File: src/hw/rtl/sadz_pkg.sv
// Shared types and constants for the strip ADC digitizer with zero suppression.
// No dependencies.
package sadz_pkg;

	localparam int unsigned APB_AW = 4;
	localparam int unsigned APB_DW = 32;

	// register indexes (byte address / 4)
	localparam logic [1:0] REG_ADC_BITS = 2'd0;
	localparam logic [1:0] REG_GAIN     = 2'd1;
	localparam logic [1:0] REG_CUT      = 2'd2;

	localparam logic [4:0]  ADC_BITS_RST = 5'd10;
	localparam logic [31:0] GAIN_RST     = 32'd9544;
	localparam logic [15:0] CUT_RST      = 16'd768;

	localparam int unsigned ID_W     = 10;
	localparam int unsigned VAL_W    = 24;
	localparam int unsigned PED_W    = 23;
	localparam int unsigned SIG_W    = 23;
	localparam int unsigned DIGIT_W  = 16;
	localparam int unsigned S_DATA_W = 80;
	localparam int unsigned M_DATA_W = 72;

	typedef struct packed {
		logic [4:0]  adc_bits;
		logic [31:0] gain;
		logic [15:0] cut;
	} cfg_t;

	// per-stage load enables
	typedef struct packed {
		logic en1;
		logic en2;
		logic en3;
		logic en4;
	} pipe_en_t;

endpackage

File: src/hw/rtl/sadz_scale.sv
// Stages two to four: cut multiply, rounding, top-code clamps and keep decision.
// Depends on sadz_pkg.
module sadz_scale #(
	parameter int unsigned MAX_ADC_BITS = 16
) (
	input  logic                          clk,
	input  sadz_pkg::pipe_en_t            en,
	input  sadz_pkg::cfg_t                cfg,
	input  logic [sadz_pkg::ID_W-1:0]     id_s1,
	input  logic                          neg_s1,
	input  logic [55:0]                   prod_val_s1,
	input  logic [54:0]                   prod_ped_s1,
	input  logic [54:0]                   prod_sig_s1,
	input  logic                          last_s1,
	output logic [sadz_pkg::ID_W-1:0]     id_s4,
	output logic [sadz_pkg::VAL_W-1:0]    digit_s4,
	output logic [MAX_ADC_BITS-1:0]       ped_s4,
	output logic [MAX_ADC_BITS-1:0]       th_s4,
	output logic                          keep_s4,
	output logic                          last_s4
);
	import sadz_pkg::*;

	localparam int unsigned CW = ((MAX_ADC_BITS > VAL_W) ? MAX_ADC_BITS : VAL_W) + 1;

	logic [4:0]              bits_sat;
	logic [MAX_ADC_BITS-1:0] top;
	logic [VAL_W-1:0]        dmag;
	logic [VAL_W-1:0]        digit_raw;
	logic [55:0]             ped_sum;
	logic [VAL_W-1:0]        ped_raw;
	logic [71:0]             th_sum;
	logic [31:0]             th_raw;

	logic [ID_W-1:0]         id_s2, id_s3;
	logic                    last_s2, last_s3;
	logic [VAL_W-1:0]        digit_s2, digit_s3;
	logic [MAX_ADC_BITS-1:0] ped_s2, ped_s3;
	logic [70:0]             prod_th_s2;
	logic [MAX_ADC_BITS-1:0] th_s3;

	assign bits_sat = (cfg.adc_bits > 5'(MAX_ADC_BITS)) ? 5'(MAX_ADC_BITS) : cfg.adc_bits;
	assign top      = MAX_ADC_BITS'((CW'(1) << bits_sat) - CW'(1));

	// stage 2: truncated charge digit, rounded pedestal, sigma*gain*cut
	assign dmag      = prod_val_s1[55:32];
	assign digit_raw = neg_s1 ? (~dmag + VAL_W'(1)) : dmag;
	assign ped_sum   = {1'b0, prod_ped_s1} + 56'h0000_0080_0000_00;
	assign ped_raw   = ped_sum[55:32];

	always_ff @(posedge clk) begin
		if (en.en2) begin
			id_s2      <= id_s1;
			last_s2    <= last_s1;
			digit_s2   <= ($signed({{(CW-VAL_W){digit_raw[VAL_W-1]}}, digit_raw}) >
				$signed(CW'(top))) ? VAL_W'(top) : digit_raw;
			ped_s2     <= (CW'(ped_raw) > CW'(top)) ? top : MAX_ADC_BITS'(ped_raw);
			prod_th_s2 <= 71'(prod_sig_s1) * 71'(cfg.cut);
		end
	end

	// stage 3: round half up at bit 40 and clamp the threshold
	assign th_sum = {1'b0, prod_th_s2} + (72'd1 << 39);
	assign th_raw = th_sum[71:40];

	always_ff @(posedge clk) begin
		if (en.en3) begin
			id_s3    <= id_s2;
			last_s3  <= last_s2;
			digit_s3 <= digit_s2;
			ped_s3   <= ped_s2;
			th_s3    <= (th_raw > 32'(top)) ? top : MAX_ADC_BITS'(th_raw);
		end
	end

	// stage 4: keep when the signed digit is strictly above the threshold
	always_ff @(posedge clk) begin
		if (en.en4) begin
			id_s4    <= id_s3;
			last_s4  <= last_s3;
			digit_s4 <= digit_s3;
			ped_s4   <= ped_s3;
			th_s4    <= th_s3;
			keep_s4  <= $signed({{(CW-VAL_W){digit_s3[VAL_W-1]}}, digit_s3}) >
				$signed(CW'(th_s3));
		end
	end

endmodule

File: config.mk
export PLATFORM = sky130hd
export DESIGN_NAME = sadz_scale
export DESIGN_NICKNAME = d
export VERILOG_FILES = /design/src/hw/rtl/sadz_pkg.sv /design/src/hw/rtl/sadz_scale.sv
export SDC_FILE = /design/constraint.sdc
export NUM_CORES = 2
export LEC_CHECK = 0
export ABC_AREA = 0
export BUFFER_PORTS_ARGS = -buffer_cell sky130_fd_sc_hd__buf_2
export CORE_MARGIN = 8
export CORE_UTILIZATION = 25
export CTS_BUF_LIST = sky130_fd_sc_hd__clkbuf_16
export DETAILED_ROUTE_END_ITERATION = 16
export GPL_TIMING_DRIVEN = 0
export PLACE_DENSITY_LB_ADDON = 0.05
export SKIP_CTS_REPAIR_TIMING = 1
export SYNTH_ARGS = -nofsm -noshare
export SYNTH_HDL_FRONTEND = slang
export SYNTH_SLANG_ARGS = --single-unit
File: constraint.sdc
create_clock -name clk -period 7.3 [get_ports clk]
set_input_delay 0.73 -clock clk [delete_from_list [all_inputs] [get_ports clk]]
set_output_delay 0.73 -clock clk [all_outputs]
set_load 0.02 [all_outputs]
== Word-level counts from Yosys, hierarchy flattened ==
Index checks and enable logic that the tools add are counted.

* Multiplexer cells: 5
* Multipliers: 1
* Bitwise gates (word level): 1
* Order comparisons: 5
* Add/subtract/negate cells: 4
* Shift operators: 1

{| class="wikitable"
|+ Operators with widths
! cell !! number
|-
| adder 71 x 40 -> 72 bit, second input constant || 1
|-
| multiplier 55 x 16 -> 71 bit || 1
|-
| adder 55 x 32 -> 56 bit, second input constant || 1
|-
| > comparator 24 x 17 -> 1 bit || 2
|-
| two-way mux 16 bit || 3
|-
| > comparator 32 x 16 -> 1 bit || 1
|-
| adder 24 x 1 -> 24 bit, second input constant || 1
|-
| > comparator 24 x 16 -> 1 bit || 1
|-
| two-way mux 24 bit || 1
|-
| inverter 24 bit || 1
|-
| << shifter 1 x 5 -> 16 bit, first input constant || 1
|-
| subtractor 16 x 2 -> 16 bit, second input constant || 1
|-
| > comparator 5 bit, second input constant || 1
|-
| two-way mux 5 bit || 1
|}

* Flip-flop bits (word level): 257
* Bits of input ports: 236
* Word-level logic and storage cells: 34

== Logic depth before layout (Yosys ltp) ==
* Depth after elaboration: 6
* Mapped depth: 26
* Mapped depth without buffers: 24

== Least setup slack after synthesis ==
OpenSTA, ideal clock, no wires.

* Path kind: input-to-reg
* Start point: in cfg[2] (netlist bit)
* End point: reg prod_th_s2[69] (data pin)
* Stages on the path: 26
* Arrival: 6.948 ns
* Required time: 7.165 ns
* Path buffers: 3
* Path slack: 0.218 ns
* Library setup time: 0.135 ns
* Cell sequence: clkbuf_1 -> clkbuf_1 -> nand2_1 -> fa_1 -> inv_1 -> fa_1 -> inv_1 -> fa_1 -> inv_1 -> fa_1 -> fa_1 -> inv_1 -> fa_1 -> inv_1 -> ha_1 -> clkbuf_2 -> nand4_1 -> or3_1 -> or3_1 -> nor2_1 -> o21a_2 -> nor3_4 -> a21o_1 -> a211o_1 -> or4b_1 -> nand3_1

* Cells in the longest elaborated chain, start to end: 1

{| class="wikitable"
|+ RTL lines
! what !! RTL line !! RTL
|-
| start, declared || sadz_scale.sv:8 || <nowiki>input sadz_pkg::cfg_t cfg,</nowiki>
|-
| multiplier 55 x 16 -> 71 bit || sadz_scale.sv:58 || <nowiki>prod_th_s2 <= 71'(prod_sig_s1) * 71'(cfg.cut);</nowiki>
|-
| end signal, assigned || sadz_scale.sv:58 ||
|-
| end, declared || sadz_scale.sv:39 || <nowiki>logic [70:0] prod_th_s2;</nowiki>
|}

No other way between the ends.
A chain may end at the register's enable or synchronous reset.

== Worst setup path in the final report ==
* Start point: in prod_sig_s1[2]
* End point: reg prod_th_s2[40] (data pin)

* Cells in the longest elaborated chain, start to end: 1

{| class="wikitable"
|+ RTL lines
! what !! RTL line !! RTL
|-
| start, declared || sadz_scale.sv:13 || <nowiki>input logic [54:0] prod_sig_s1,</nowiki>
|-
| multiplier 55 x 16 -> 71 bit || sadz_scale.sv:58 ||
|}

No other way between the ends.

==> summary.txt <==
Status
  – Outcome: complete, but fails checks
  – Failing checks: negative setup slack

Critical path
  – Startpoint types: input port
  – Reg2Reg Depth: 18
  – R2r setup slk: 3040 ps
  – Critical-path cell list: buf_2, clkbuf_1, nand2_1, fa_1, fa_1, inv_1, fa_1, fa_1, fa_1, fa_1, ha_1, nand2_1, nor2_1, nor4_1, o211a_1, o31a_1, o41ai_1, o2111ai_1, nand2_1, xor2_1
  – Reg2reg start: prod_th_s2[43]
  – Critical Path End Type: register
  – CP dominant cell by count: fa_1
  – Crit path DAT: 7590 ps
  – Reg2reg end: th_s3[2]
  – Setup CP Type: input port to register
  – Required @ worst endpoint: 7560 ps
  – Crit. Startpoint: prod_sig_s1[2]
  – Critical Path Fanout Max: 10
  – Largest stage delay on the critical path: 620 ps
  – Critical-path top delay cell: o41ai_1
  – Critical Path End: prod_th_s2[40]

Route
  – Vias/cell: 4.37
  – Antenna-violating nets left: 0
  – Pre-antenna DRT Iters: 5
  – WL per Instance: 23.0 um
  – Via count: 26200
  – DRC viols: 0
  – Final wirelength: 137000 um
  – Initial DRC Count: 1229

Cells and area
  – Commonest non-fill, non-tap cell in the layout: inv_1
  – Area grow syn2layout: 14.0%
  – Register area: 6550 sq um
  – Commonest non-fill, non-tap cells in the layout: inv_1 (863), fa_1 (739), nand2_1 (696), and2_1 (261), edfxtp_1 (218)
  – Net count, final: 5239
  – Multi-input logic area: 26400 sq um
  – Fraction of layout cells with a size suffix above 1: 0.107
  – Fillcell total: 15600

Global routing
  – Vias in the first global route: 29200
  – Initial antenna violation count: 23
  – Gr usage total: 0.173
  – First-pass GRT wire length: 204000 um
  – Grt ovf: 0
  – Pin count of the biggest net entering global routing: 58

Worst hold path
  – Tightest Hold Check Type: input port to register

Floorplan
  – CORE AREA: 146000 sq um
  – Die X: 399 um
  – Starting Density: 0.252
  – Chip height: 399 um
  – Num rows: 140
  – # IOs: 304
  – Die Footprint: 159000 sq um

Synthesis
  – Yosys top cell area share: 0.404
  – Library cells used by synthesis: 75
  – Synth Flop Type: edfxtp_1
  – Async set-reset flop share out of synthesis: 0
  – Syn nets: 5028
  – Post-synthesis sequential area ratio: 0.179
  – Synth area leaders: fa_1 (40%), edfxtp_1 (18%), inv_1 (8.8%)
  – Cell Area, Synth: 36700 sq um
  – Synthesis-stage register bit count: 218
  – Post-Synthesis Mean Instance Area: 9.54 sq um
  – Syn. warnings: 0
  – Mapped Cells: 3845
  – Post-synth EDFFs: 218
  – Yosys top cell by area: fa_1

CTS
  – CTS max path bufs: 3
  – Root Buffer Master: clkbuf_16
  – Clock Latency Late Sink: 520 ps
  – Clk sink count: 218
  – H-tree levels: 1
  – Cts bufs inserted: 20
  – CTS tree: done
  – Worst-path clk slew: 70 ps

Timing
  – Crit path time final: 7320 ps
  – Crit share post-route: 1.00
  – Worst slew margin: 0.200
  – TNS Setup: -21.9 ps
  – Fmax: 137 MHz
  – Final Skew: 11.0 ps
  – Setup ws final: -21.9 ps
  – Count of final max-slew check failures: 0
  – Fin. Hold Viols: 0
  – Worst-margin pin slew: 1200 ps
  – Final Setup Violations: 1

Placement
  – GP Congestion: 0.800
  – Input/output buffers: 190
  – Final HPWL DP: 118000 um

Job
  – Max Cap Viol: 0
[layer usage]
layer	up-vias	routed length, um	track usage
met3	112	4930	0.0137
met4	6	3430	0.0350
met2	494	65200	0.300
met5	-	40	0
met1	13500	63900	0.237
li1	12100	-	-
[kinds of logic after synthesis]
logic type	count (synthesis)	synth area share
and+or+nand+nor	1227	0.158
AOI/OAI and AO/OA	297	0.0510
xor gates and xnor gates	88	0.0212
adders and majority gates	947	0.475
DFF	218	0.179
buffers and inverters	1031	0.106
muxes	37	0.0106
[Yosys cell counts, types with 20 or more instances]
master and instances:
a21o_1 45, a21oi_1 106, and2_1 261, clkbuf_1 162, edfxtp_1 218, fa_1 739
ha_1 208, inv_1 860, mux2i_1 21, nand2_1 696, nand2b_1 20, nand3_1 37
nand4_1 36, nor2_1 74, o21ai_0 54, xnor2_1 54, xor2_1 33
[flip-flops by register name (all words and copies together), names as in the netlist, 10 cells and up]
register and count:
digit_s2 24, digit_s3 24, digit_s4 24, id_s2 10, id_s3 10, id_s4 10, ped_s2 16, ped_s3 16
ped_s4 16, prod_th_s2 32, th_s3 16, th_s4 16
[worst max-delay path, delay by kind of cell]
kind            cells  cell delay [ps]
compound gates      4             1430
xor+xnor            1              410
buf+inv             3              760
simple gates        5              690
fa+ha+maj           7             3550
[worst min path at each step]
stage	cells after the start	to	slack [ps]	startpoint
CTS	1	id_s2[7]	350	id_s1[7]
global placement	0	id_s3[8]	400	id_s2[8]
detailed placement	0	id_s3[1]	400	id_s2[1]
global route	1	id_s2[3]	360	id_s1[3]
finish	1	id_s2[7]	390	id_s1[7]
floorplan	0	digit_s3[0]	400	digit_s2[0]
[cell type report]
cell class | count | share of cell area
multi-input combinational | 2596 | 0.631
tap | 1917 | 0.0574
antenna | 4 | 0.000239
buffer | 161 | 0.0353
clock buffer | 21 | 0.0126
timing repair buffer | 199 | 0.0273
sequential | 218 | 0.157
clock inverter | 14 | 0.00218
inverter | 860 | 0.0772
[per-stage QoR]
| stage | setup slack (ps) | hold slack, ps | utilization | cells | cell area [sq um] |
|---|---|---|---|---|---|
| 3_3_place_gp | -2590 | 401 | 0.275 | 5952 | 40000 |
| 6_report | -21.9 | 387 | 0.287 | 5990 | 41800 |
| 3_5_place_dp | -2580 | 405 | 0.276 | 5956 | 40100 |
| 4_1_cts | -2020 | 347 | 0.280 | 5991 | 40700 |
| 2_1_floorplan | 218 | 400 | - | 3845 | 36700 |
| 5_1_grt | -64.3 | 359 | 0.287 | 5987 | 41800 |
Power is not shown: default switching activity piles up to over one toggle a cycle in this logic, so the estimate is an artifact.
