<file path="src/hw/rtl/sadz_pkg.sv">
// Shared types and constants for the strip ADC digitizer with zero suppression.
// No dependencies.
package sadz_pkg;

	localparam int unsigned APB_AW = 4;
	localparam int unsigned APB_DW = 32;

	// register indexes (byte address / 4)
	localparam logic [1:0] REG_ADC_BITS = 2'd0;
	localparam logic [1:0] REG_GAIN     = 2'd1;
	localparam logic [1:0] REG_CUT      = 2'd2;

	localparam logic [4:0]  ADC_BITS_RST = 5'd10;
	localparam logic [31:0] GAIN_RST     = 32'd9544;
	localparam logic [15:0] CUT_RST      = 16'd768;

	localparam int unsigned ID_W     = 10;
	localparam int unsigned VAL_W    = 24;
	localparam int unsigned PED_W    = 23;
	localparam int unsigned SIG_W    = 23;
	localparam int unsigned DIGIT_W  = 16;
	localparam int unsigned S_DATA_W = 80;
	localparam int unsigned M_DATA_W = 72;

	typedef struct packed {
		logic [4:0]  adc_bits;
		logic [31:0] gain;
		logic [15:0] cut;
	} cfg_t;

	// per-stage load enables
	typedef struct packed {
		logic en1;
		logic en2;
		logic en3;
		logic en4;
	} pipe_en_t;

endpackage

</file>
<file path="src/hw/rtl/sadz_cfg.sv">
// APB register file: ADC resolution, Q0.32 gain and Q8.8 cut factor.
// Depends on sadz_pkg.
module sadz_cfg (
	input  logic                          clk,
	input  logic                          arst_n,
	input  logic                          psel,
	input  logic                          penable,
	input  logic                          pwrite,
	input  logic [sadz_pkg::APB_AW-1:0]   paddr,
	input  logic [sadz_pkg::APB_DW-1:0]   pwdata,
	output logic [sadz_pkg::APB_DW-1:0]   prdata,
	output logic                          pready,
	output sadz_pkg::cfg_t                cfg
);
	import sadz_pkg::*;

	logic [4:0]  adc_bits_q;
	logic [31:0] gain_q;
	logic [15:0] cut_q;
	logic        wr;

	assign pready = 1'b1;
	assign wr     = psel & penable & pwrite & pready;

	always_ff @(posedge clk or negedge arst_n) begin
		if (!arst_n) begin
			adc_bits_q <= ADC_BITS_RST;
			gain_q     <= GAIN_RST;
			cut_q      <= CUT_RST;
		end else if (wr) begin
			unique case (paddr[3:2])
				REG_ADC_BITS: adc_bits_q <= pwdata[4:0];
				REG_GAIN:     gain_q     <= pwdata;
				REG_CUT:      cut_q      <= pwdata[15:0];
				default: ;
			endcase
		end
	end

	always_comb begin
		unique case (paddr[3:2])
			REG_ADC_BITS: prdata = {27'd0, adc_bits_q};
			REG_GAIN:     prdata = gain_q;
			REG_CUT:      prdata = {16'd0, cut_q};
			default:      prdata = '0;
		endcase
	end

	assign cfg = '{adc_bits: adc_bits_q, gain: gain_q, cut: cut_q};

endmodule

</file>
<file path="config.mk">
export PLATFORM = sky130hd
export DESIGN_NAME = sadz_cfg
export DESIGN_NICKNAME = d
export VERILOG_FILES = /design/src/hw/rtl/sadz_pkg.sv /design/src/hw/rtl/sadz_cfg.sv
export SDC_FILE = /design/constraint.sdc
export NUM_CORES = 1
export LEC_CHECK = 0
export ABC_AREA = 1
export CAP_MARGIN = 15
export CELL_PAD_IN_SITES_DETAIL_PLACEMENT = 0
export CELL_PAD_IN_SITES_GLOBAL_PLACEMENT = 1
export CORE_UTILIZATION = 38
export CTS_CLUSTER_DIAMETER = 150
export CTS_CLUSTER_SIZE = 16
export DETAILED_ROUTE_END_ITERATION = 7
export DONT_BUFFER_PORTS = 1
export PLACE_DENSITY_LB_ADDON = 0.1
export RECOVER_POWER = 25
export SYNTH_ARGS = -nofsm -noshare
export SYNTH_HDL_FRONTEND = slang
export SYNTH_SLANG_ARGS = --single-unit
</file>
<file path="constraint.sdc">
create_clock -name clk -period 0.81 [get_ports clk]
set_input_delay 0.1215 -clock clk [delete_from_list [all_inputs] [get_ports clk]]
set_output_delay 0.1215 -clock clk [all_outputs]
set_load 0.01 [all_outputs]
</file>
# Yosys cells after proc, flatten, opt, wreduce, memory -nomap -nowiden
# Index checks and enable logic that the tools add are counted.
word_totals:
  ff_bits: 53
  in_bits: 41
  output_inout_bits: 86
  word_cells: 12
classes:
  eq_ne: 2
  n_mux: 1
  bitwise_logic: 2
  reduce_logical: 4
op_table:
  columns: ["operator", "n"]
  rows:
  - ["32-bit one-hot mux with 3 select lines", 1]
  - ["2-bit AND reduction", 3]
  - ["1-bit AND", 2]
  - ["2-bit by 1-bit == test with 1-bit output, second input constant", 1]
  - ["2-bit == test, second input constant", 1]
  - ["2-bit zero test", 1]

# Logic depth before layout (Yosys ltp)
# Gate-level depths: netlist of run 1.
logic_depth:
  word_depth: 3
  ltp_mapped: 7
  depth_no_buf: 6

# Worst setup path after synthesis of run 1
# OpenSTA, ideal clock, no wires.
synth_path:
  path_kind: "register -> output"
  startpoint: "register adc_bits_q[1]"
  endpoint: "output prdata[1] in the netlist's numbering"
  arrival_time_ns: 0.724
  t_required_ns: 0.688
  path_slack_ns: -0.036
  stages_incl_launch_ff: 3
  n_path_buf: 0
  path_cell_list: "dfstp_2 -> nand2_1 -> nand3_1"
synth_between:
  elab_chain_len: 1
synth_lines:
  columns: ["element", "line_no", "source"]
  rows:
  - ["start: declaration", "sadz_cfg.sv:17", "logic [4:0] adc_bits_q;"]
  - ["start signal: assignment", "sadz_cfg.sv:32", "REG_ADC_BITS: adc_bits_q <= pwdata[4:0];"]
  - ["32-bit one-hot mux with 3 select lines", "sadz_cfg.sv:41", "unique case (paddr[3:2])"]
  - ["end: declaration", "sadz_cfg.sv:11", "output logic [sadz_pkg::APB_DW-1:0] prdata,"]
# No other way between the ends.

# Worst setup path in the final report of run 1
layout_path:
  startpoint: "register gain_q[3]"
  endpoint: "output prdata[3] in the netlist's numbering"
layout_between:
  elab_chain_len: 1
layout_lines:
  columns: ["element", "line_no", "source"]
  rows:
  - ["start: declaration", "sadz_cfg.sv:18", "logic [31:0] gain_q;"]
  - ["start signal: assignment", "sadz_cfg.sv:33", "REG_GAIN: gain_q <= pwdata;"]
  - ["32-bit one-hot mux with 3 select lines", "sadz_cfg.sv:41", null]
# No other way between the ends.

==> results of run 1 <==
-- state kept, by name, summed over array words and instances (netlist names) --
| register | flops |
|---|---|
| cut_q | 16 |
| adc_bits_q | 5 |
| gain_q | 32 |
-- worst reg2reg max path, delay by kind of cell, from the launching register on --
kind	cells	cell delay (ns)
simple gates	2	0.10
flops	1	0.57
buf+inv	1	0.11
-- layout make-up --
class                   instances  area, sq um  area share (%)
clock buffers                   8         90.1            2.38
inverters                      21         81.3            2.15
multi-input cells             242         1160            30.6
flip-flops and latches         53         1340            35.4
well taps                      75         93.8            2.48
repair buffers                104         1020            27.0
-- cells by family after synthesis --
logic type / count (synthesis) / synth area share [%]
flops: 53 / 54.6
other cells: 1 / 0.153
buf+inv: 33 / 6.33
simple gates: 241 / 38.9
-- path summary, 6_finish.rpt --
kind	start	slack [ns]	to
max	gain_q[3]$_DFFE_PN1P_	-0.32	prdata[3]
min	arst_n	-0.50	gain_q[12]$_DFFE_PN0P_
max reg2reg	gain_q[6]$_DFFE_PN1P_	-0.02	gain_q[6]$_DFFE_PN1P_
min reg2reg	cut_q[8]$_DFFE_PN1P_	0.48	cut_q[8]$_DFFE_PN1P_
max in group asynchronous	arst_n	1.12	gain_q[3]$_DFFE_PN1P_
min in group clk	paddr[3]	0.16	cut_q[8]$_DFFE_PN1P_
-- synthesized netlist by cell type --
cell type	count
buf_2	7
conb_1	1
nor2_1	18
inv_2	3
nand2_2	2
inv_1	18
dfrtp_1	44
buf_4	4
buf_6	1
nand3_1	5
dfstp_2	9
nor2_2	1
nand2_1	210
nor2_4	2
nand2_4	2
nand3_2	1
-- power by group --
part	internal (mW)	switching (mW)
clock network	0.699	0.821
registers	3.26	0.635
logic	1.38	1.16
-- metrics by stage --
stage / instances / hold WS (ns) / total power [mW] / TNS, ns / setup WS, ns
4_1_cts: 494 / -0.513 / 7.70 / -16.53 / -0.324
5_1_grt: 503 / -0.524 / 8.47 / -19.19 / -0.357
2_1_floorplan: 328 / -0.174 / 4.72 / -0.0153 / -0.00765
3_5_place_dp: 451 / -0.173 / 5.63 / -2.03 / -0.0977
6_report: 503 / -0.501 / 7.96 / -15.75 / -0.317
3_3_place_gp: 451 / -0.173 / 5.58 / -1.45 / -0.0872
-- what timing repair did --
item / in CTS / in global routing
endpoints found under the setup margin: 85 / 86
gates resized for setup: 64 / 43
endpoints found under the hold margin: 106 / 53
setup buffers: 3 / 9
pin swaps: 47 / 21
-- metal layers --
| metal | vias up | track usage, % | wire length [microns] |
|---|---|---|---|
| li1 | 1163 | - | - |
| met1 | 1098 | 25.2 | 3030 |
| met2 | 83 | 36.4 | 3450 |
| met3 | 10 | 4.84 | 473 |
| met4 | 0 | 6.32 | 99 |
| met5 | - | 0 | 0 |
==> impl_metrics.yaml, run 1 <==
detailed_routing:
  antenna_left: 0
  number_of_optimization_iterations_in_the_first_detailed_route_pass: 4
  routed_wirelength_microns: 7050
  vias: 2354
  routedWlPerCell_microns: 14.0
  vias_per_cell: 4.68
  drt_iter0_markers: 97
  drcViolationCount: 0
place:
  dpl-instance-area_sq_mm: 0.00297
  hpwl_microns: 4510
  port_buffers: 0
  place_congestion: 0.737
cells_and_area:
  mostFrequentLayoutCell: "nand2_1"
  num-fill-cells: 537
  layout-area-overhead-vs-synth_pct: 54.6
  stdcell_area_sq_mm: 0.00379
  finish.utilization_pct: 62.5
  drive_gt1_share_pct: 37.4
  num-nets-final: 468
  layout.cells.most_common_list: "nand2_1 (185), dfrtp_1 (41), buf_6 (37)"
  ant_diodes: 0
floorplan:
  coreArea_sq_mm: 0.00606
  die-area_sq_mm: 0.00678
  die-height_microns: 82.3
  placementRows: 28
  initial_cell_density_of_the_core_pct: 40.4
  die_extent_in_x_microns: 82.3
  floorplan.io_pins: 127
clocking:
  cts-htree-levels: 2
  holdBufCountCts: 32
  number_of_buffers_on_the_longest_clock_path: 2
  clk_latency_ns: 0.30
  cts_buffers: 5
  clk_root_buffer_cell: "clkbuf_8"
  tritoncts_clock_tree: "yes"
  tritoncts_num_sinks: 53
  clkSlewWorstSetupHoldPaths_ns: 0.09
grt:
  pin_count_of_the_biggest_net_entering_global_routing: 54
  grt_first_pass_wirelength_microns: 10500
  grt_util_all_layers_pct: 20.8
  grt_pass1_vias: 2187
  globalRoute.totalOverflow: 0
  antenna_violations_before_repair: 0
run_status:
  violations_in_the_final_reports: "hold timing, setup timing"
  outcome: "complete, but fails checks"
sta:
  post-route-min-period_ns: 1.13
  worst_slack_ns: -0.317
  finClkSkew_ns: 0
  report.final.hold_viol_count: 53
  period_utilization_post_route_pct: 139
  max_freq_mhz: 887
  timing_max_transition_violations_final: 0
  unrepaired_setup_endpoints_after_global_routing: "true"
  hold_slack_ns: -0.501
  setup_viol: 86
logic_synthesis:
  synth_largest_area_cell: "dfrtp_1"
  syn_nets: 369
  yosys-top-cells-area: "dfrtp_1 (45%), nand2_1 (32%), dfstp_2 (9.6%)"
  synth_sequential_area_ratio_pct: 54.6
  synthDominantCellAreaShare_pct: 44.9
  synth.lib_cells_used.distinct: 16
  mappedNetlistArea_sq_mm: 0.00245
  yosys_register_bits: 53
  synth_cells: 328
  post_synth.cell_area_avg_sq_um: 7.47
  synth.yosys.warnings: 0
setup_path:
  worstSetupStartpointType: "flip-flop"
  critPathMaxStageDelay_ns: 0.57
  arrival_ns: 1.01
  setup.worst_path.class: "reg -> out"
  timing.critical_path.required_ns: 0.69
  r2r.worst_path.cells: 3
  crit_path_end_kind: "primary output"
  cp.buffers_inverters: 0
  cp_top_family: "flip-flops"
  critical_path.cell_chain: "nand2_2 -> nand3_2"
  timing.critical_path.fanout_max: 3
  slowest_cell_on_the_critical_path: "dfstp_2"
  critical_path_depth: 2
hold_path:
  hold_class: "in -> async"
pwr:
  power_density_mw_per_mm2: 2100
  worst_ir_drop_vdd_mv: 1.04
  cellLeakagePower_nw: 1.99
job:
  max_cap_violations: 0
Note: power is estimated with default switching activity, not from simulation.
==> run 2: changes to the inputs <==
PLACE_DENSITY_LB_ADDON = 0.12   (was 0.1)
==> run 2 against run 1 <==
Against the previous run: the flow still finishes with violations (hold timing, setup timing); sequential share of layout area is 0.52 points higher; global-route usage is 0.24 points higher; worst hold slack worse by 0.0010 ns; clock-buffer cell count is 2 lower; sequential cell count stayed put; wire length is 1.4% higher; critical path type unchanged; largest power group unchanged.
==> impl_metrics.yaml, run 2 (synthesis gave the netlist of run 1 again) <==
cells_and_area:
  layout.cells.non_filler: 497
  num-fill-cells: 555
  stdcell_area_sq_mm: 0.00374
  num-nets-final: 462
  layout-area-overhead-vs-synth_pct: 52.5
  mostFrequentLayoutCell: "nand2_1"
  max_flop_register: "gain_q"
  layout.cells.most_common_list: "nand2_1 (186), dfrtp_1 (40), buf_6 (39)"
  largest_reg_flops: 32
  biggestRegsByFlops: "gain_q: 32 flops, cut_q: 16 flops, adc_bits_q: 5 flops"
  ant_diodes: 0
  drive_gt1_share_pct: 36.3
detailed_routing:
  drcViolationCount: 0
  vias_per_cell: 4.72
  routed_wirelength_microns: 7150
  number_of_optimization_iterations_in_the_first_detailed_route_pass: 4
  drt_iter0_markers: 54
  routedWlPerCell_microns: 14.4
  antenna_left: 0
  vias: 2348
place:
  dpl-instance-area_sq_mm: 0.00295
  place_inst: 447
  port_buffers: 0
  preCtsSetupSlack_ns: -0.0762
  place_congestion: 0.745
  hpwl_microns: 4490
sta:
  report.final.hold_viol_count: 53
  finClkSkew_ns: 0
  post-route-min-period_ns: 1.14
  unrepaired_setup_endpoints_after_global_routing: "true"
  setup_viol: 86
  hold_slack_ns: -0.502
  timing_max_transition_violations_final: 0
  worst_slack_ns: -0.331
  max_freq_mhz: 876
  period_utilization_post_route_pct: 141
pwr:
  power_density_mw_per_mm2: 2100
  worst_ir_drop_vdd_mv: 1.10
  total_power_of_the_final_layout_mw: 7.85
  cellLeakagePower_nw: 1.96
grt:
  globalRoute.totalOverflow: 0
  grt_first_pass_wirelength_microns: 10500
  pin_count_of_the_biggest_net_entering_global_routing: 54
  antenna_violations_before_repair: 0
  grt_util_all_layers_pct: 21.0
  grt_pass1_vias: 2224
setup_path:
  crit_path_end_kind: "primary output"
  critical_path.endpoint: "prdata[8]"
  r2r.worst_path.cells: 4
  crit-reg2reg-capture: "cut_q[3]$_DFFE_PN0P_"
  timing.critical_path.fanout_max: 3
  timing.critical_path.required_ns: 0.69
  arrival_ns: 1.02
  setup.worst_path.class: "reg -> out"
  worstSetupStartpointType: "flip-flop"
  critical_path.startpoint: "gain_q[8]$_DFFE_PN1P_"
  timing.reg2reg.setup_slack_ns: -0.08
  regToRegStartpoint: "cut_q[3]$_DFFE_PN0P_"
run_status:
  outcome: "complete, but fails checks"
  violations_in_the_final_reports: "hold timing, setup timing"
clocking:
  number_of_buffers_on_the_longest_clock_path: 2
  clkSlewWorstSetupHoldPaths_ns: 0.10
  holdBufCountCts: 32
  cts_buffers: 5
  tritoncts_num_sinks: 53
  tritoncts_clock_tree: "yes"
  clk_latency_ns: 0.31
  cts-htree-levels: 2
  clk_root_buffer_cell: "clkbuf_8"
floorplan:
  die-height_microns: 82.3
  die-area_sq_mm: 0.00678
  coreArea_sq_mm: 0.00606
  initial_cell_density_of_the_core_pct: 40.4
  placementRows: 28
  floorplan.io_pins: 127
  die_extent_in_x_microns: 82.3
hold_path:
  hold_class: "in -> async"
job:
  max_cap_violations: 0
-- run 2: what timing repair did --
item	4_1_cts	5_1_grt
buffers inserted	4	6
gates resized for setup	70	34
gates cloned	0	0
setup endpoints to repair	85	85
hold endpoints to repair	106	53
pin swaps	50	21
-- run 2: worst min path at each step --
| stage | startpoint | slack, ns | depth (start not counted) | to |
|---|---|---|---|---|
| detailed placement | arst_n | -0.17 | 0 | gain_q[4]$_DFFE_PN0P_ |
| CTS | arst_n | -0.52 | 0 | adc_bits_q[0]$_DFFE_PN0P_ |
| finish | arst_n | -0.50 | 0 | adc_bits_q[0]$_DFFE_PN0P_ |
| global route | arst_n | -0.53 | 0 | adc_bits_q[0]$_DFFE_PN0P_ |
| floorplan | arst_n | -0.17 | 0 | adc_bits_q[0]$_DFFE_PN0P_ |
| global placement | arst_n | -0.17 | 0 | gain_q[4]$_DFFE_PN0P_ |
-- run 2: power by group --
group	total, mW	internal [mW]	switching [mW]
combinational	2.46	1.34	1.12
sequential	3.93	3.26	0.662
clock	1.47	0.602	0.864
total	7.85	5.21	2.65
-- run 2: worst max-delay path, cell delays in order (launching register included) --
cell and delay, ns:
dfstp_2 0.57, nand2_1 0.06, nand2_2 0.09
-- run 2: final cells by class --
type,instances,area [sq um],area share [%]
clock buffers,6,72.6,1.94
clock inverters,2,10.0,0.268
multi-input cells,242,1140,30.5
flip-flops and latches,53,1340,35.9
inverters,21,81.3,2.18
repair buffers,98,1000,26.7
well taps,75,93.8,2.51
-- run 2: through the flow --
stage	TNS [ns]	util (%)
finish	-16.22	61.7
global route	-19.94	61.7
CTS	-16.74	59.6
detailed placement	-2.18	48.7
global placement	-1.81	48.7
floorplan	-0.0153	-
-- run 2: routing by layer --
| metal | part of all wire, % | vias to the layer above | track usage (%) |
|---|---|---|---|
| met2 | 49 | 82 | 34.0 |
| met1 | 45 | 1106 | 28.0 |
| met5 | 0 | - | 0 |
| met4 | 1.1 | 0 | 7.02 |
| met3 | 5.5 | 8 | 4.40 |
| li1 | - | 1152 | - |
==> run 3: changes to the inputs <==
ABC_AREA = default   (was 1)
CORE_UTILIZATION = 43   (was 38)
==> run 3 against run 2 <==
Against the previous run: the flow still finishes with violations (hold timing, setup timing); sequential power increased by 1%; clock-buffer cell count increased by 1; worst setup slack got worse by 0.085 ns; sequential cell count unchanged; largest cell class is now buffers.
==> impl_metrics.yaml, run 3 <==
sta:
  period_utilization_post_route_pct: 151
  report.final.hold_viol_count: 53
  hold_slack_ns: -0.500
  finClkSkew_ns: 0
  worst_slack_ns: -0.417
  unrepaired_setup_endpoints_after_global_routing: "true"
  timing_max_transition_violations_final: 0
  finalSetupTns_ns: -22.65
  setup_viol: 130
  max_freq_mhz: 815
  post-route-min-period_ns: 1.23
clocking:
  cts_buffers: 5
  cts-htree-levels: 2
  clkSlewWorstSetupHoldPaths_ns: 0.09
  holdBufCountCts: 32
  tritoncts_clock_tree: "yes"
  number_of_buffers_on_the_longest_clock_path: 2
  clk_root_buffer_cell: "clkbuf_8"
  tritoncts_num_sinks: 53
  clk_latency_ns: 0.30
logic_synthesis:
  synth.mux.area_fraction_pct: 28.5
  mappedNetlistArea_sq_mm: 0.00240
  synth-compound-area-share_pct: 5.05
  synth_cells: 168
  synthArstFlopShare_pct: 100
  synthAdderAreaFrac_pct: 0
  yosys_register_bits: 53
  yosys_most_used_dff: "dfrtp_1"
  synth_largest_area_cell: "dfrtp_1"
  post_synth.cell_area_avg_sq_um: 14.3
  yosysMostFrequentCell: "dfrtp_1"
  synth.yosys.warnings: 0
  synth_top_family_by_area: "multiplexers"
  synthTopCellsByCount: "dfrtp_1 (44), mux2_2 (43), and2_1 (16), a22o_1 (11), mux2_4 (10)"
  synth_sequential_area_ratio_pct: 55.6
  synthSimpleGateAreaFrac_pct: 6.82
  yosys-top-cells-area: "dfrtp_1 (46%), mux2_2 (20%), dfstp_2 (9.8%)"
  synth_enable_flop_cells: 0
  syn_nets: 209
  synth_xor_xnor_area_share_pct: 0
  synthDominantCellAreaShare_pct: 45.8
  synth.lib_cells_used.distinct: 21
setup_path:
  critical_path.startpoint: "adc_bits_q[1]$_DFFE_PN1P_"
  crit-reg2reg-capture: "gain_q[5]$_DFFE_PN0P_"
  r2r.worst_path.cells: 3
  critPathMaxStageDelay_ns: 0.55
  crit_path_end_kind: "primary output"
  critical_path.cell_chain: "mux2i_1 -> o21ai_2"
  regToRegStartpoint: "gain_q[5]$_DFFE_PN0P_"
  timing.critical_path.required_ns: 0.69
  setup.worst_path.class: "reg -> out"
  timing.critical_path.fanout_max: 2
  worstSetupStartpointType: "flip-flop"
  arrival_ns: 1.10
  critical_path.endpoint: "prdata[1]"
  timing.reg2reg.setup_slack_ns: -0.21
  slowest_cell_on_the_critical_path: "dfstp_2"
grt:
  antenna_violations_before_repair: 0
  use_met1_pct: 27.9
  grt_util_all_layers_pct: 23.6
  globalRoute.totalOverflow: 0
  global_route.usage.met2_pct: 42.9
  busiest_layer: "met2"
  pin_count_of_the_biggest_net_entering_global_routing: 54
  grtUsageMet3_pct: 6.19
  grt_first_pass_wirelength_microns: 10800
  grt_pass1_vias: 1964
place:
  place_congestion: 0.735
  hpwl_microns: 4200
  place_inst: 290
  port_buffers: 0
cells_and_area:
  drive_gt1_share_pct: 66.6
  layout.cells.most_common_list: "buf_6 (73), dfrtp_1 (44), mux2_4 (34)"
  ant_diodes: 0
  biggestRegsByFlops: "gain_q: 32 flops, cut_q: 16 flops, adc_bits_q: 5 flops"
  largest_reg_flops: 32
  layout.cells.non_filler: 363
  layout-area-overhead-vs-synth_pct: 69.9
  num-nets-final: 333
  num-fill-cells: 315
  finish.utilization_pct: 78.0
  max_flop_register: "gain_q"
  mostFrequentLayoutCell: "buf_6"
floorplan:
  floorplan.io_pins: 127
  placementRows: 26
  die-height_microns: 76.8
  die_extent_in_x_microns: 76.8
  die-area_sq_mm: 0.00589
  initial_cell_density_of_the_core_pct: 45.9
  coreArea_sq_mm: 0.00524
pwr:
  total_power_of_the_final_layout_mw: 9.38
  power_density_mw_per_mm2: 2300
  cellLeakagePower_nw: 1.93
  worst_ir_drop_vdd_mv: 1.38
detailed_routing:
  vias_per_cell: 5.11
  vias: 1854
  drt_iter0_markers: 52
  number_of_optimization_iterations_in_the_first_detailed_route_pass: 4
  antenna_left: 0
  drcViolationCount: 0
  routedWlPerCell_microns: 19.5
  routed_wirelength_microns: 7060
run_status:
  violations_in_the_final_reports: "hold timing, setup timing"
  outcome: "complete, but fails checks"
hold_path:
  hold_class: "in -> async"
job:
  max_cap_violations: 0
## run 3: worst min path at each step
stage,slack (ns),depth (start not counted),from,to
after floorplan,-0.17,0,arst_n,adc_bits_q[0]$_DFFE_PN0P_
after global placement,-0.17,0,arst_n,gain_q[12]$_DFFE_PN0P_
after detailed placement,-0.17,0,arst_n,gain_q[12]$_DFFE_PN0P_
after CTS,-0.51,0,arst_n,gain_q[26]$_DFFE_PN0P_
after global routing,-0.52,0,arst_n,gain_q[12]$_DFFE_PN0P_
final,-0.50,0,arst_n,gain_q[12]$_DFFE_PN0P_
## run 3: cell families after synthesis
group	count (synthesis)
AOI/OAI and AO/OA	16
DFF	53
other	1
buffers and inverters	13
and+or+nand+nor	27
muxes	58
## run 3: worst max-delay path, delay by kind of cell, from the launching register on
| family | cells | cell delay [ns] |
|---|---|---|
| multiplexers | 1 | 0.08 |
| flip-flops | 1 | 0.55 |
| AO/OA/AOI/OAI | 1 | 0.18 |
## run 3: what timing repair did
item	4_1_cts	5_1_grt
buffers inserted	10	21
endpoints found under the setup margin	135	136
endpoints found under the hold margin	106	53
pin swaps	14	6
cloned	4	0
gates resized for setup	91	20
## run 3: final cells by class
| type | count | area (sq um) | area share (%) |
|---|---|---|---|
| Clock buffer | 7 | 86.3 | 2.11 |
| Tap cell | 70 | 87.6 | 2.14 |
| Multi-Input combinational cell | 102 | 1150 | 28.3 |
| Timing Repair Buffer | 130 | 1410 | 34.5 |
| Sequential cell | 53 | 1340 | 32.8 |
| Clock inverter | 1 | 7.51 | 0.184 |
## run 3: metrics by stage
step | area (sq um) | setup WS (ns)
floorplan | 2530 | -0.472
finish | 4080 | -0.417
global route | 4080 | -0.467
detailed placement | 2980 | -0.483
global placement | 2980 | -0.451
CTS | 3890 | -0.436
## run 3: power by group
part / internal (mW) / switching (mW) / total (mW)
logic: 2.62 / 1.25 / 3.87
registers: 3.34 / 0.639 / 3.98
clock network: 0.696 / 0.839 / 1.54
total: 6.66 / 2.73 / 9.38
## run 3: layer usage
| layer | vias up | wire, microns |
|---|---|---|
| li1 | 840 | - |
| met1 | 925 | 2850 |
| met2 | 82 | 3740 |
| met3 | 7 | 414 |
| met4 | 0 | 60 |
| met5 | - | 0 |
